===== config.mk =====
export PLATFORM = sky130hd
export DESIGN_NAME = key_chord_hold_repeat
export DESIGN_NICKNAME = d
export VERILOG_FILES = /design/src/kchr_pkg.sv /design/src/kchr_alu.sv /design/src/kchr_ctrl.sv /design/src/key_chord_hold_repeat.sv
export SDC_FILE = /design/constraint.sdc
export NUM_CORES = 1
export LEC_CHECK = 0
export ABC_AREA = 1
export BUFFER_PORTS_ARGS = -buffer_cell sky130_fd_sc_hd__buf_2
export CORE_UTILIZATION = 60
export DETAILED_ROUTE_END_ITERATION = 8
export PLACE_DENSITY = 0.78
export SLEW_MARGIN = 0
export SYNTH_ARGS = -nofsm -noshare
export SYNTH_HDL_FRONTEND = slang
export SYNTH_SLANG_ARGS = --single-unit

===== constraint.sdc =====
create_clock -name clock -period 6.5 [get_ports clock]
set_input_delay 0.975 -clock clock [delete_from_list [all_inputs] [get_ports clock]]
set_output_delay 0.975 -clock clock [all_outputs]
set_load 0.02 [all_outputs]

===== src/kchr_pkg.sv =====
package kchr_pkg;

   // Chord geometry: the ports always carry four slots, CHORD_KEYS limits which count.
   localparam int PRESS_SLOTS = 4;
   localparam int CHORD_KEYS = 4;
   localparam int KEYS_USED = (CHORD_KEYS < PRESS_SLOTS) ? CHORD_KEYS : PRESS_SLOTS;

   // Field widths.
   localparam int MASK_W = 4;
   localparam int PRESS_W = 4;
   localparam int DELTA_W = 8;
   localparam int EVENT_W = 16;
   localparam int CFG_W = 16;
   localparam int TIME_W = 32;

   // Default cap on results for one tick.
   localparam int DEF_MAX_RESULTS = 64;

   // Register map of the configuration port.
   localparam int CSR_INDEX_W = 2;
   localparam logic [CSR_INDEX_W-1:0] CSR_HOLD_TICKS = 2'd0;
   localparam logic [CSR_INDEX_W-1:0] CSR_REPEAT_TICKS = 2'd1;
   localparam logic [CSR_INDEX_W-1:0] CSR_KEY_ENABLE_MASK = 2'd2;

   // Decoded tick handed to the sequencer.
   typedef struct packed {
      logic still;
      logic [PRESS_W-1:0] trig;
      logic [DELTA_W-1:0] delta;
   } tick_type;

   // Timing registers seen by the sequencer.
   typedef struct packed {
      logic [CFG_W-1:0] hold_ticks;
      logic [CFG_W-1:0] repeat_ticks;
   } cfg_type;

   // One result produced by the sequencer.
   typedef struct packed {
      logic valid;
      logic [EVENT_W-1:0] event_number;
      logic last;
   } emit_type;

endpackage


===== src/kchr_alu.sv =====
module kchr_alu (
   input logic [kchr_pkg::TIME_W-1:0] a_i,
   input logic [kchr_pkg::TIME_W-1:0] b_i,
   input logic sub_i,
   output logic [kchr_pkg::TIME_W-1:0] sum_o,
   output logic carry_o
);
   import kchr_pkg::*;

   logic [TIME_W:0] full_w;
   logic [TIME_W-1:0] b_w;

   // Shared adder: for a subtraction a set carry means no borrow (a >= b).
   assign b_w = sub_i ? ~b_i : b_i;
   assign full_w = {1'b0, a_i} + {1'b0, b_w} + {{TIME_W{1'b0}}, sub_i};
   assign sum_o = full_w[TIME_W-1:0];
   assign carry_o = full_w[TIME_W];

endmodule


===== src/kchr_ctrl.sv =====
module kchr_ctrl #(
   parameter int MAX_RESULTS_PER_TICK = kchr_pkg::DEF_MAX_RESULTS
) (
   input logic clock,
   input logic reset,
   input logic start_i,
   input kchr_pkg::tick_type tick_i,
   input kchr_pkg::cfg_type cfg_i,
   input logic out_free_i,
   output logic idle_o,
   output kchr_pkg::emit_type emit_o
);
   import kchr_pkg::*;

   localparam int CW = $clog2(MAX_RESULTS_PER_TICK + 1);
   localparam logic [CW-1:0] CNT_MAX = CW'(MAX_RESULTS_PER_TICK);
   localparam logic [EVENT_W-1:0] MAX_EVENTS16 = EVENT_W'(MAX_RESULTS_PER_TICK);
   localparam logic [CW-1:0] CNT_ONE = CW'(1);

   typedef enum logic [3:0] {
      S_IDLE,
      S_MUL,
      S_CMP,
      S_TSTOP,
      S_TSTART,
      S_PSTOP,
      S_PSTART,
      S_REL,
      S_ADD,
      S_SUBH,
      S_DIV,
      S_TOTAL,
      S_CNT,
      S_REP
   } state_type;

   state_type state_ff;
   logic holding_ff;
   logic [TIME_W-1:0] held_time_ff;
   logic [EVENT_W-1:0] start_count_ff;
   logic [DELTA_W-1:0] delta_ff;
   logic [19:0] acc_ff;
   logic [4:0] step_ff;
   logic [PRESS_W-1:0] pairs_ff;
   logic cond_ff;
   logic [TIME_W-1:0] quo_ff;
   logic [CFG_W-1:0] rem_ff;
   logic [EVENT_W-1:0] total_ff;
   logic [CW-1:0] cnt_ff;

   logic [TIME_W-1:0] alu_a;
   logic [TIME_W-1:0] alu_b;
   logic alu_sub;
   logic [TIME_W-1:0] alu_sum;
   logic alu_carry;

   kchr_alu u_alu (
      .a_i(alu_a),
      .b_i(alu_b),
      .sub_i(alu_sub),
      .sum_o(alu_sum),
      .carry_o(alu_carry)
   );

   // Operand selection for the shared adder, one use per state.
   always_comb begin
      alu_a = '0;
      alu_b = '0;
      alu_sub = 1'b0;
      case (state_ff)
         S_MUL: begin
            alu_a = {12'd0, acc_ff};
            alu_b = {16'd0, cfg_i.hold_ticks};
         end
         S_CMP: begin
            alu_a = {24'd0, delta_ff};
            alu_b = {12'd0, acc_ff};
            alu_sub = 1'b1;
         end
         S_ADD: begin
            alu_a = held_time_ff;
            alu_b = {24'd0, delta_ff};
         end
         S_SUBH: begin
            alu_a = held_time_ff;
            alu_b = {16'd0, cfg_i.hold_ticks};
            alu_sub = 1'b1;
         end
         S_DIV: begin
            alu_a = {15'd0, rem_ff, quo_ff[TIME_W-1]};
            alu_b = {16'd0, cfg_i.repeat_ticks};
            alu_sub = 1'b1;
         end
         S_TOTAL: begin
            alu_a = quo_ff;
            alu_b = 32'd1;
         end
         S_CNT: begin
            alu_a = {16'd0, total_ff};
            alu_b = {16'd0, start_count_ff};
            alu_sub = 1'b1;
         end
         S_REP: begin
            alu_a = {16'd0, start_count_ff};
            alu_b = 32'd1;
         end
         default: begin
            alu_sub = 1'b0;
         end
      endcase
   end

   // Result offered to the output register in the emitting states.
   always_comb begin
      emit_o = '0;
      case (state_ff)
         S_TSTOP: begin
            emit_o.valid = out_free_i;
            emit_o.last = ~cond_ff;
         end
         S_TSTART: begin
            emit_o.valid = out_free_i;
            emit_o.event_number = 16'd1;
            emit_o.last = (pairs_ff == '0);
         end
         S_PSTOP: begin
            emit_o.valid = out_free_i;
         end
         S_PSTART: begin
            emit_o.valid = out_free_i;
            emit_o.event_number = 16'd1;
            emit_o.last = (pairs_ff == '0);
         end
         S_REL: begin
            emit_o.valid = out_free_i && (start_count_ff != '0);
            emit_o.last = 1'b1;
         end
         S_REP: begin
            emit_o.valid = out_free_i;
            emit_o.event_number = alu_sum[EVENT_W-1:0];
            emit_o.last = (cnt_ff == CNT_ONE);
         end
         default: begin
            emit_o.valid = 1'b0;
         end
      endcase
   end

   assign idle_o = (state_ff == S_IDLE);

   // Sequencer and hold state.
   always_ff @(posedge clock) begin
      if (reset) begin
         state_ff <= S_IDLE;
         holding_ff <= 1'b0;
         held_time_ff <= '0;
         start_count_ff <= '0;
      end else begin
         case (state_ff)
            S_IDLE: begin
               if (start_i) begin
                  delta_ff <= tick_i.delta;
                  acc_ff <= '0;
                  step_ff <= {1'b0, tick_i.trig};
                  pairs_ff <= tick_i.trig - 4'd1;
                  if (tick_i.trig != '0) begin
                     state_ff <= S_MUL;
                  end else if (!holding_ff) begin
                     state_ff <= S_IDLE;
                  end else if (!tick_i.still) begin
                     state_ff <= S_REL;
                  end else begin
                     state_ff <= S_ADD;
                  end
               end
            end
            // Hold time times trigger count by repeated addition.
            S_MUL: begin
               acc_ff <= alu_sum[19:0];
               step_ff <= step_ff - 5'd1;
               if (step_ff == 5'd1) begin
                  state_ff <= S_CMP;
               end
            end
            S_CMP: begin
               cond_ff <= alu_carry;
               holding_ff <= 1'b1;
               if (start_count_ff != '0) begin
                  state_ff <= S_TSTOP;
               end else if (alu_carry) begin
                  state_ff <= S_TSTART;
               end else begin
                  state_ff <= S_IDLE;
               end
            end
            S_TSTOP: begin
               if (out_free_i) begin
                  start_count_ff <= '0;
                  held_time_ff <= '0;
                  state_ff <= cond_ff ? S_TSTART : S_IDLE;
               end
            end
            S_TSTART: begin
               if (out_free_i) begin
                  start_count_ff <= 16'd1;
                  state_ff <= (pairs_ff == '0) ? S_IDLE : S_PSTOP;
               end
            end
            S_PSTOP: begin
               if (out_free_i) begin
                  start_count_ff <= '0;
                  held_time_ff <= '0;
                  pairs_ff <= pairs_ff - 4'd1;
                  state_ff <= S_PSTART;
               end
            end
            S_PSTART: begin
               if (out_free_i) begin
                  start_count_ff <= 16'd1;
                  state_ff <= (pairs_ff == '0) ? S_IDLE : S_PSTOP;
               end
            end
            // Release: a stop goes out only when a start was counted.
            S_REL: begin
               if (out_free_i || (start_count_ff == '0)) begin
                  holding_ff <= 1'b0;
                  held_time_ff <= '0;
                  start_count_ff <= '0;
                  state_ff <= S_IDLE;
               end
            end
            // Saturating advance of the hold timer.
            S_ADD: begin
               held_time_ff <= alu_carry ? '1 : alu_sum;
               state_ff <= S_SUBH;
            end
            S_SUBH: begin
               if (!alu_carry) begin
                  state_ff <= S_IDLE;
               end else begin
                  quo_ff <= alu_sum;
                  rem_ff <= '0;
                  step_ff <= 5'd31;
                  total_ff <= 16'd1;
                  state_ff <= (cfg_i.repeat_ticks == '0) ? S_CNT : S_DIV;
               end
            end
            // One restoring division step a cycle, quotient shifted in below.
            S_DIV: begin
               rem_ff <= alu_carry ? alu_sum[CFG_W-1:0] : alu_a[CFG_W-1:0];
               quo_ff <= {quo_ff[TIME_W-2:0], alu_carry};
               step_ff <= step_ff - 5'd1;
               if (step_ff == '0) begin
                  state_ff <= S_TOTAL;
               end
            end
            S_TOTAL: begin
               if (alu_carry || (alu_sum[TIME_W-1:EVENT_W] != '0)) begin
                  total_ff <= '1;
               end else begin
                  total_ff <= alu_sum[EVENT_W-1:0];
               end
               state_ff <= S_CNT;
            end
            // Starts still owed, capped for this tick.
            S_CNT: begin
               if (!alu_carry || (alu_sum[EVENT_W-1:0] == '0)) begin
                  state_ff <= S_IDLE;
               end else begin
                  cnt_ff <= (alu_sum[EVENT_W-1:0] > MAX_EVENTS16) ? CNT_MAX
                                                                  : alu_sum[CW-1:0];
                  state_ff <= S_REP;
               end
            end
            S_REP: begin
               if (out_free_i) begin
                  start_count_ff <= alu_sum[EVENT_W-1:0];
                  cnt_ff <= cnt_ff - CNT_ONE;
                  if (cnt_ff == CNT_ONE) begin
                     state_ff <= S_IDLE;
                  end
               end
            end
            default: begin
               state_ff <= S_IDLE;
            end
         endcase
      end
   end

   // A released chord carries no count and no time.
   a_release_clear: assert property (@(posedge clock) disable iff (reset)
      !holding_ff |-> (start_count_ff == '0) && (held_time_ff == '0))
      else $error("hold state left over without holding");

   // The divider remainder stays below the divisor.
   a_div_rem: assert property (@(posedge clock) disable iff (reset)
      (state_ff == S_DIV) |-> (rem_ff < cfg_i.repeat_ticks))
      else $error("division remainder out of range");

   // Repeat emission never runs with nothing left to send.
   a_rep_count: assert property (@(posedge clock) disable iff (reset)
      (state_ff == S_REP) |-> (cnt_ff != '0))
      else $error("repeat count exhausted");

   // A beat is offered only when the output register can take it.
   a_emit_free: assert property (@(posedge clock) disable iff (reset)
      emit_o.valid |-> out_free_i)
      else $error("result offered to a full output register");

endmodule


===== src/key_chord_hold_repeat.sv =====
// Chord hold-and-repeat event generator for one chord of up to four key slots. Each
// request beat is one tick: held keys, new presses per key and elapsed ticks. Results
// are stop events (event number 0) and numbered start events, the final one of a tick
// marked by rsp_last; a tick with nothing to report gives no beat. One tick is handled
// at a time and req_ready is low while it is worked on. The hold and repeat arithmetic
// goes through one shared 32-bit adder under a sequencer. A press tick forms hold time
// times T (T is the largest press count) by repeated addition, compares it with the
// elapsed ticks and emits its results; a release tick emits at most one stop; a held
// tick advances the hold timer and, once the hold time is reached, works out the starts
// owed, with 32 restoring division steps and an increment when repeat is enabled.
// Results leave at one per cycle when the response side keeps up. Configuration writes
// are always accepted and must only be made while the block is idle.
module key_chord_hold_repeat #(
   parameter int MAX_RESULTS_PER_TICK = kchr_pkg::DEF_MAX_RESULTS
) (
   input logic clock,
   input logic reset,
   input logic req_valid,
   output logic req_ready,
   input logic [kchr_pkg::MASK_W-1:0] req_held_mask,
   input logic [kchr_pkg::PRESS_W-1:0] req_presses_key0,
   input logic [kchr_pkg::PRESS_W-1:0] req_presses_key1,
   input logic [kchr_pkg::PRESS_W-1:0] req_presses_key2,
   input logic [kchr_pkg::PRESS_W-1:0] req_presses_key3,
   input logic [kchr_pkg::DELTA_W-1:0] req_delta_ticks,
   output logic rsp_valid,
   input logic rsp_ready,
   output logic [kchr_pkg::EVENT_W-1:0] rsp_event_number,
   output logic rsp_last,
   input logic csr_valid,
   output logic csr_ready,
   input logic [kchr_pkg::CSR_INDEX_W-1:0] csr_index,
   input logic [kchr_pkg::CFG_W-1:0] csr_data
);
   import kchr_pkg::*;

   logic [CFG_W-1:0] hold_ticks_ff;
   logic [CFG_W-1:0] repeat_ticks_ff;
   logic [MASK_W-1:0] key_enable_mask_ff;

   logic rsp_valid_ff;
   logic [EVENT_W-1:0] rsp_event_number_ff;
   logic rsp_last_ff;

   logic [PRESS_W-1:0] presses_w [PRESS_SLOTS];
   logic any_w;
   logic all_held_w;
   logic [PRESS_W-1:0] max_w;
   tick_type tick_w;
   cfg_type cfg_w;
   emit_type emit_w;
   logic idle_w;
   logic out_free_w;

   // Configuration registers.
   assign csr_ready = 1'b1;

   always_ff @(posedge clock) begin
      if (reset) begin
         hold_ticks_ff <= '0;
         repeat_ticks_ff <= '0;
         key_enable_mask_ff <= 4'd1;
      end else if (csr_valid && csr_ready) begin
         case (csr_index)
            CSR_HOLD_TICKS: begin
               hold_ticks_ff <= csr_data;
            end
            CSR_REPEAT_TICKS: begin
               repeat_ticks_ff <= csr_data;
            end
            CSR_KEY_ENABLE_MASK: begin
               key_enable_mask_ff <= csr_data[MASK_W-1:0];
            end
            default: begin
               hold_ticks_ff <= hold_ticks_ff;
            end
         endcase
      end
   end

   // Chord decode: held when every enabled slot is down, trigger is the top press count.
   assign presses_w[0] = req_presses_key0;
   assign presses_w[1] = req_presses_key1;
   assign presses_w[2] = req_presses_key2;
   assign presses_w[3] = req_presses_key3;

   always_comb begin
      any_w = 1'b0;
      all_held_w = 1'b1;
      max_w = '0;
      for (int i = 0; i < KEYS_USED; i++) begin
         if (key_enable_mask_ff[i]) begin
            any_w = 1'b1;
            if (!req_held_mask[i]) begin
               all_held_w = 1'b0;
            end
            if (presses_w[i] > max_w) begin
               max_w = presses_w[i];
            end
         end
      end
   end

   assign tick_w.still = any_w && all_held_w;
   assign tick_w.trig = tick_w.still ? max_w : '0;
   assign tick_w.delta = req_delta_ticks;
   assign cfg_w.hold_ticks = hold_ticks_ff;
   assign cfg_w.repeat_ticks = repeat_ticks_ff;

   assign req_ready = idle_w;
   assign out_free_w = !rsp_valid_ff || rsp_ready;

   kchr_ctrl #(
      .MAX_RESULTS_PER_TICK(MAX_RESULTS_PER_TICK)
   ) u_ctrl (
      .clock(clock),
      .reset(reset),
      .start_i(req_valid && req_ready),
      .tick_i(tick_w),
      .cfg_i(cfg_w),
      .out_free_i(out_free_w),
      .idle_o(idle_w),
      .emit_o(emit_w)
   );

   // Output register holding one result beat.
   always_ff @(posedge clock) begin
      if (reset) begin
         rsp_valid_ff <= 1'b0;
      end else if (emit_w.valid) begin
         rsp_valid_ff <= 1'b1;
      end else if (rsp_ready) begin
         rsp_valid_ff <= 1'b0;
      end
   end

   always_ff @(posedge clock) begin
      if (emit_w.valid) begin
         rsp_event_number_ff <= emit_w.event_number;
         rsp_last_ff <= emit_w.last;
      end
   end

   assign rsp_valid = rsp_valid_ff;
   assign rsp_event_number = rsp_event_number_ff;
   assign rsp_last = rsp_last_ff;

endmodule


# ---- Yosys cells after proc, flatten, opt, wreduce, memory -nomap -nowiden
# Cells that the tools add are included.
dict set report totals {
  ff_bits 216
  inputBits 51
  output_inout_bits 20
  word_cells 195
}
dict set report op_classes {
  add_sub_neg 6
  magnitude_cmp 5
  eq_ne 29
  n_mux 81
  bitwise_logic 3
  reduce_logical 52
}
# operator n
set op_table {}
lappend op_table {{$pmux W32 S7} 1}
lappend op_table {{$mux W32} 5}
lappend op_table {{$mux W16} 8}
lappend op_table {{$pmux W20 S6} 1}
lappend op_table {{$mux W4} 26}
lappend op_table {{$pmux W16 S2} 3}
lappend op_table {{$pmux W32 S3} 1}
lappend op_table {{$pmux W16 S4} 1}
lappend op_table {{$pmux W32 S2} 1}
lappend op_table {{$pmux W4 S13} 1}
lappend op_table {{$logic_not A16 Y1} 3}
lappend op_table {{$pmux W20 S2} 1}
lappend op_table {{$add A32 B32 Y33} 1}
lappend op_table {{$add A33 B1 Y33} 1}
lappend op_table {{$not A20 Y32} 1}
lappend op_table {{$reduce_bool A16 Y1} 2}
lappend op_table {{$eq A4 B4 Y1 const B} 6}
lappend op_table {{$mux W7} 3}
lappend op_table {{$mux W20} 1}
lappend op_table {{$ne A2 B1 Y1 const B} 10}
lappend op_table {{$eq A4 B3 Y1 const B} 4}
lappend op_table {{$gt A16 B7 Y1 const B} 1}
lappend op_table {{$mux W1} 16}
lappend op_table {{$pmux W5 S3} 1}
lappend op_table {{36 further kinds} 77}

# ---- Logic depth before layout (Yosys ltp)
dict set report depth {
  depth_word 17
  mapped_depth 35
}

# ---- Hierarchy
# From an unflattened synthesis, not the netlist that was laid out.
dict set report hier_totals {
  cells_unflattened 1894
  hier_area_um2 13691.9
}
# module instances cells_per_inst area_each_um2 seq_area_each_um2
set modules_own_cells {}
lappend modules_own_cells {kchr_ctrl 1 1119 8643.3 4334.2}
lappend modules_own_cells {kchr_alu 1 484 2627.5 0.0}
lappend modules_own_cells {key_chord_hold_repeat 1 291 2421.1 1251.2}

# ---- Worst setup path before layout
# Ideal clock, no wire load.
dict set report synth_timing {
  path_kind {input-to-reg}
  startpoint {input req_presses_key0[3] in the netlist's numbering}
  endpoint {register u_ctrl.pairs_ff[2] (data pin)}
  setup_ns 0.270
  arrival_ns 4.576
  required_time_ns 6.230
  setup_slack_ns 1.654
  stages 25
  path_buffers 0
  cell_sequence {nand2_1 -> ha_1 -> nand2_1 -> o21ai_0 -> nand2_1 -> o21ai_0 -> ha_1 -> a41oi_1 -> nand2_1 -> inv_1 -> nand2_1 -> and2_1 -> ha_1 -> inv_1 -> nor2_1 -> o21ai_0 -> a21boi_0 -> o21ai_1 -> o21ai_0 -> inv_1 -> nand2_1 -> nand2_1 -> o21ai_0 -> ha_1 -> xor2_1}
}
dict set report synth_via {
  elab_chain_cells 16
}
# element line_no
set synth_rtl {}
lappend synth_rtl {{start, declared} key_chord_hold_repeat.sv:21} ;# input logic [kchr_pkg::PRESS_W-1:0] req_presses_key0,
lappend synth_rtl {{$gt A4 B1 Y1} key_chord_hold_repeat.sv:97} ;# if (presses_w[i] > max_w) begin
lappend synth_rtl {{$mux W4 *} key_chord_hold_repeat.sv:97}
lappend synth_rtl {{$mux W4 *} key_chord_hold_repeat.sv:92} ;# if (key_enable_mask_ff[i]) begin
lappend synth_rtl {{$gt A4 B4 Y1} key_chord_hold_repeat.sv:97}
lappend synth_rtl {{$mux W4} key_chord_hold_repeat.sv:97}
lappend synth_rtl {{$mux W4 *} key_chord_hold_repeat.sv:92}
lappend synth_rtl {{$gt A4 B4 Y1} key_chord_hold_repeat.sv:97}
lappend synth_rtl {{$mux W4} key_chord_hold_repeat.sv:97}
lappend synth_rtl {{$mux W4 *} key_chord_hold_repeat.sv:92}
lappend synth_rtl {{$gt A4 B4 Y1} key_chord_hold_repeat.sv:97}
lappend synth_rtl {{$mux W4} key_chord_hold_repeat.sv:97}
lappend synth_rtl {{$mux W4 *} key_chord_hold_repeat.sv:92}
lappend synth_rtl {{$mux W4 *} key_chord_hold_repeat.sv:105} ;# assign tick_w.trig = tick_w.still ? max_w : '0;
lappend synth_rtl {{$sub A4 B1 Y4 *} kchr_ctrl.sv:165} ;# pairs_ff <= tick_i.trig - 4'd1;
lappend synth_rtl {{$mux W4 *} kchr_ctrl.sv:161} ;# if (start_i) begin
lappend synth_rtl {{$pmux W4 S2 *} kchr_ctrl.sv:159} ;# case (state_ff)
lappend synth_rtl {{end signal, assigned} kchr_ctrl.sv:165}
lappend synth_rtl {{end signal, assigned} kchr_ctrl.sv:213} ;# pairs_ff <= pairs_ff - 4'd1;
lappend synth_rtl {{end, declared} kchr_ctrl.sv:44} ;# logic [PRESS_W-1:0] pairs_ff;
# Every way passes the cells marked *; elsewhere a longest branch is shown, timed or not. The select of a mux whose other input is x is not followed.
# A chain may end at the register's enable or synchronous reset.

# ---- Worst setup path in the final report
dict set report layout_timing {
  startpoint {register u_ctrl.state_ff[3]}
  endpoint {register u_ctrl.cnt_ff[1] (enable)}
}
dict set report layout_via {
  elab_chain_cells 11
  word_cells_on_any_way 26
  cone_classes {add/sub: 2; eq/ne: 10; mux: 4; bitwise: 1; reduce/logical: 9}
}
# element line_no
set layout_rtl {}
lappend layout_rtl {{start, declared} kchr_ctrl.sv:37} ;# state_type state_ff;
lappend layout_rtl {{start signal, assigned} kchr_ctrl.sv:200} ;# state_ff <= cond_ff ? S_TSTART : S_IDLE;
lappend layout_rtl {{start signal, assigned} kchr_ctrl.sv:206} ;# state_ff <= (pairs_ff == '0) ? S_IDLE : S_PSTOP;
lappend layout_rtl {{start signal, assigned} kchr_ctrl.sv:220} ;# state_ff <= (pairs_ff == '0) ? S_IDLE : S_PSTOP;
lappend layout_rtl {{$eq A4 B4 Y1 (tied with other cells)} kchr_ctrl.sv:70} ;# case (state_ff)
lappend layout_rtl {{$reduce_or A2 Y1 (no line)} --}
lappend layout_rtl {{$pmux W20 S6} kchr_ctrl.sv:70}
lappend layout_rtl {{$not A20 Y32} kchr_alu.sv:14} ;# assign b_w = sub_i ? ~b_i : b_i;
lappend layout_rtl {{$mux W32} kchr_alu.sv:14}
lappend layout_rtl {{$add A32 B32 Y33} kchr_alu.sv:15} ;# assign full_w = {1'b0, a_i} + {1'b0, b_w} + {{TIME_W{1'b0}}, sub_i};
lappend layout_rtl {{$add A33 B1 Y33} kchr_alu.sv:15}
lappend layout_rtl {{$logic_not A16 Y1 / $logic_not A1 Y1 (equally long branches)} --}
lappend layout_rtl {{$logic_or A1 B1 Y1} kchr_ctrl.sv:267} ;# if (!alu_carry || (alu_sum[EVENT_W-1:0] == '0)) begin
lappend layout_rtl {{$ne A2 B2 Y1 (no line)} --}
lappend layout_rtl {{$reduce_and A4 Y1 (no line) *} --}
lappend layout_rtl {{end signal, assigned} kchr_ctrl.sv:270} ;# cnt_ff <= (alu_sum[EVENT_W-1:0] > MAX_EVENTS16) ? CNT_MAX
lappend layout_rtl {{end signal, assigned} kchr_ctrl.sv:278} ;# cnt_ff <= cnt_ff - CNT_ONE;
lappend layout_rtl {{end, declared} kchr_ctrl.sv:49} ;# logic [CW-1:0] cnt_ff;
# Every way passes the cells marked *; elsewhere a longest branch is shown, timed or not.

==> metrics.txt <==
# TYPE chip_impl_metric gauge
chip_impl_metric{name="postSynthCellCount",unit=""} 1761
chip_impl_info{name="cts_tree",value="done"} 1
chip_impl_metric{name="grt.total_usage",unit=""} 0.3717
chip_impl_metric{name="drcViolationCount",unit=""} 0
chip_impl_metric{name="via_per_inst",unit=""} 6.074
chip_impl_metric{name="routedWlPerCell",unit="microns"} 19.61
chip_impl_metric{name="yosysSeqAreaShare",unit=""} 0.4227
chip_impl_metric{name="totalWireLength",unit="microns"} 41440
chip_impl_info{name="hold_path_class",value="register to register"} 1
chip_impl_info{name="worstPathCellList",value="inv_2 -> nor2_4 -> inv_1 -> nor2_2 -> buf_4 -> inv_1 -> o22ai_1 -> a211oi_1 -> xor2_1 -> ha_1 -> nand2_1 -> nor2_1 -> nand2_1 -> nand2_1 -> nand3_1 -> nand2_1 -> nand4_1 -> nand2_1 -> inv_1 -> nor2_1 -> nand2_1 -> a211oi_1"} 1
chip_impl_metric{name="ys_seq_elements",unit=""} 216
chip_impl_metric{name="worst_ep_arrival_time",unit="ns"} 5.64
chip_impl_metric{name="grt.overflow.total",unit=""} 0
chip_impl_metric{name="asyncSetResetFlopFracSynth",unit=""} 0
chip_impl_metric{name="synthesis.yosys.warnings",unit=""} 0
chip_impl_metric{name="core_area",unit="sq um"} 21290
chip_impl_info{name="unrepaired_setup_endpoints_after_global_routing",value="no"} 1
chip_impl_metric{name="cpPeakStageDelay",unit="ns"} 0.90
chip_impl_metric{name="cts_setup_buffers",unit=""} 0
chip_impl_metric{name="timing.critical_path.required",unit="ns"} 6.65
chip_impl_info{name="min_from",value="u_ctrl.held_time_ff[16]"} 1
chip_impl_metric{name="cts-resized-gates",unit=""} 0
chip_impl_metric{name="htreeDepth",unit=""} 1
chip_impl_metric{name="routedLengthMet1",unit="microns"} 16210
chip_impl_metric{name="tightest_slew",unit="ns"} 1.099
chip_impl_metric{name="num-nets-final",unit=""} 1921
chip_impl_info{name="yosys-top-cells-area",value="edfxtp_1 (29%), dfxtp_1 (14%), nand2_1 (12%)"} 1
chip_impl_metric{name="ant_nets",unit=""} 0
chip_impl_metric{name="postSynthNetCount",unit=""} 1862
chip_impl_metric{name="die_x",unit="microns"} 150.4
chip_impl_metric{name="final.fill_count",unit=""} 1777
chip_impl_info{name="slowest_stage",value="a211oi_1"} 1
chip_impl_metric{name="min_tclk_post_route",unit="ns"} 5.492
chip_impl_info{name="worstSetupStartpoint",value="u_ctrl.state_ff[3]"} 1
chip_impl_info{name="synth_flop_cell",value="edfxtp_1"} 1
chip_impl_metric{name="place.gp.congestion",unit=""} 1.036
chip_impl_metric{name="post-dp-hpwl",unit="microns"} 30450
chip_impl_metric{name="cell_count_after_placement",unit=""} 2069
chip_impl_metric{name="drt_pass1_iterations",unit=""} 6
chip_impl_metric{name="io_buffers",unit=""} 69
chip_impl_metric{name="critPathMaxFanout",unit=""} 22
chip_impl_info{name="path_delay_family",value="simple AND/OR/NAND/NOR gates"} 1
chip_impl_metric{name="num_vias",unit=""} 12835
chip_impl_info{name="ctsRootBufferMaster",value="clkbuf_16"} 1
chip_impl_info{name="most_frequent_cell_on_critical_path",value="nand2_1"} 1
chip_impl_metric{name="yosysUniqueCellTypes",unit=""} 54
chip_impl_metric{name="netlist.area_leader.share",unit=""} 0.2864
chip_impl_metric{name="max-vdd-ir-drop",unit="mV"} 0.3644
chip_impl_metric{name="grt_max_degree",unit=""} 47
chip_impl_metric{name="area.growth.synth_to_final",unit="%"} 11.45
chip_impl_metric{name="clk_path_buf_depth",unit=""} 3
chip_impl_metric{name="timing.final.crit_share",unit=""} 0.8450
chip_impl_info{name="crit_path_start_kind",value="register"} 1
chip_impl_metric{name="io-pin-count",unit=""} 71
chip_impl_metric{name="total_power_per_unit_cell_area",unit="nW/um^2"} 368.4
chip_impl_metric{name="fp-row-count",unit=""} 53
chip_impl_metric{name="multiInputGateArea",unit="sq um"} 6568
chip_impl_metric{name="grt_pass1_vias",unit=""} 12043
chip_impl_metric{name="netlist_area_before_placement",unit="sq um"} 13210
chip_impl_info{name="end_kind",value="register"} 1
chip_impl_metric{name="die_area",unit="sq um"} 22620
chip_impl_metric{name="finalSetupTns",unit="ns"} 0
chip_impl_info{name="synth.largest_area_cell",value="edfxtp_1"} 1
chip_impl_metric{name="layout.area.seq",unit="sq um"} 5585
chip_impl_info{name="timing.rr.start",value="u_ctrl.state_ff[3]"} 1
chip_impl_metric{name="skew",unit="ns"} 0.01359
chip_impl_metric{name="drv_cap",unit=""} 0
chip_impl_metric{name="insertion_delay",unit="ns"} 0.54
chip_impl_info{name="synth_common_cells",value="nand2_1 (417), nor2_1 (207), inv_1 (204)"} 1
chip_impl_metric{name="crit_buf_inv",unit=""} 5
chip_impl_metric{name="hold_violations",unit=""} 0
chip_impl_metric{name="ant_diodes",unit=""} 0
chip_impl_info{name="yosysMostFrequentCell",value="nand2_1"} 1
chip_impl_metric{name="start_util",unit=""} 0.6207
chip_impl_metric{name="postSynthAreaPerCell",unit="sq um"} 7.503
chip_impl_metric{name="drive_gt1_frac",unit=""} 0.1077
chip_impl_metric{name="slew_headroom",unit=""} 0.2627
chip_impl_metric{name="p_leak",unit="uW"} 0.006193
chip_impl_metric{name="setup_viol",unit=""} 0
chip_impl_metric{name="route.met2.wl",unit="microns"} 18820
chip_impl_metric{name="dr.first_iter.drc_count",unit=""} 1367
chip_impl_metric{name="fp.dieH",unit="microns"} 150.4
chip_impl_metric{name="clk_transition_reported_paths",unit="ns"} 0.06
chip_impl_info{name="critical_path_class",value="register to register"} 1
chip_impl_metric{name="final_cell_count_no_fill",unit=""} 2113
chip_impl_metric{name="numClockSinks",unit=""} 216
chip_impl_info{name="top_layer",value="met4"} 1
chip_impl_metric{name="wire_length_of_the_first_global_routing_pass",unit="microns"} 64520
chip_impl_metric{name="wl_met3",unit="microns"} 4063
chip_impl_metric{name="number_of_antenna_violations_at_the_first_check_in_global_routing",unit=""} 0
chip_impl_metric{name="tritoncts.num_buffers",unit=""} 24
chip_impl_metric{name="timing_max_transition_violations_final",unit=""} 0
chip_impl_metric{name="maxClockFrequency",unit="GHz"} 0.1821
chip_impl_metric{name="synth-edff-count",unit=""} 126
chip_impl_metric{name="cts_hold_buffers",unit=""} 0
chip_impl_info{name="status",value="completed"} 1
==> final cells by class <==
type                    instances  area share
flip-flops and latches        216      0.3793
clock buffers                  31     0.04971
well taps                     275     0.02337
clock inverters                13    0.006543
repair buffers                101     0.04062
inverters                     213     0.05447
multi-input cells            1264      0.4460
==> worst paths after layout <==
kind                                                 to  slack (ns)  cells after the start
worst min register to register  u_ctrl.held_time_ff[16]        0.46                      2
worst max-delay path                   u_ctrl.cnt_ff[1]        1.01                     22
worst min-delay path            u_ctrl.held_time_ff[16]        0.46                      2
worst max register to register         u_ctrl.cnt_ff[1]        1.01                     22
==> placed cells by master, fill, tap and decap left out, types with 3 or more instances in the layout <==
cell type	instances
a2111oi_0	5
a211oi_1	4
a21oi_1	128
a221oi_1	22
a22o_1	9
a31oi_1	3
a32o_1	5
and2_1	3
buf_2	69
buf_4	31
clkbuf_16	28
clkinv_1	3
clkinv_2	4
dfxtp_1	90
edfxtp_1	126
ha_1	49
inv_1	203
inv_2	6
inv_4	4
nand2_1	417
nand2_2	11
nand2_4	4
nand3_1	74
nand3_2	3
nand3b_1	5
nand4_1	22
nor2_1	206
nor2_2	15
nor3_1	21
nor4_1	12
o2111ai_1	5
o211ai_1	15
o21a_1	3
o21ai_0	148
o221ai_1	6
o22ai_1	16
or2_2	4
xor2_1	25
==> where the power goes <==
group          total (uW)  internal (uW)  switching (uW)
Clock                1400            806             595
Sequential           1680           1620            65.9
Combinational        2340            683            1660
Total                5430           3110            2320
==> flip-flops by register name, indices dropped and copies added (netlist names) <==
| signal | flops |
|---|---|
| u_ctrl.start_count_ff | 16 |
| u_ctrl.total_ff | 16 |
| rsp_event_number | 16 |
| u_ctrl.cnt_ff | 7 |
| rsp_last | 1 |
| u_ctrl.state_ff | 4 |
| repeat_ticks_ff | 16 |
| u_ctrl.step_ff | 5 |
| u_ctrl.cond_ff | 1 |
| u_ctrl.acc_ff | 20 |
| u_ctrl.quo_ff | 32 |
| u_ctrl.delta_ff | 8 |
| key_enable_mask_ff | 4 |
| u_ctrl.held_time_ff | 32 |
| hold_ticks_ff | 16 |
| rsp_valid | 1 |
| u_ctrl.rem_ff | 16 |
| u_ctrl.holding_ff | 1 |
| u_ctrl.pairs_ff | 4 |
==> worst register-to-register path, cell delays in order, from the launching register on <==
cell	delay [ns]
dfxtp_1	0.43
inv_2	0.07
nor2_4	0.40
inv_1	0.15
nor2_2	0.18
buf_4	0.33
inv_1	0.17
o22ai_1	0.34
a211oi_1	0.11
xor2_1	0.21
ha_1	0.39
nand2_1	0.11
nor2_1	0.19
nand2_1	0.07
nand2_1	0.14
nand3_1	0.09
nand2_1	0.11
nand4_1	0.09
nand2_1	0.25
inv_1	0.12
nor2_1	0.13
nand2_1	0.14
a211oi_1	0.90
==> per-stage QoR <==
stage               utilization  total power (uW)  hold slack, ns  cell area, sq um  setup slack (ns)
global route             0.6918              5669          0.4771             14730            0.6521
global placement         0.6529              3918          0.4494             13900             1.066
detailed placement       0.6529              3957          0.4553             13900            0.9098
finish                   0.6918              5425          0.4639             14730             1.008
floorplan                     -              3238          0.4386             13210             1.654
CTS                      0.6918              5352          0.4647             14730             1.162
==> logic make-up (layout without fill, tap and decap cells) <==
kind of cell | count (synthesis) | after routing | share of synthesized area
compound gates | 382 | 382 | 0.1683
buf+inv | 281 | 358 | 0.08144
simple gates | 803 | 803 | 0.2597
flops | 216 | 216 | 0.4227
other cells | 1 | 1 | 0.0002838
xor+xnor | 28 | 28 | 0.01970
fa+ha+maj | 50 | 50 | 0.04792
==> metal layers <==
layer,up-vias,GRT usage
li1,6058,-
met1,5898,0.4789
met2,724,0.6016
met3,155,0.05848
met4,0,0.1949
met5,-,0
No activity file was read; power rests on OpenSTA's default activity.
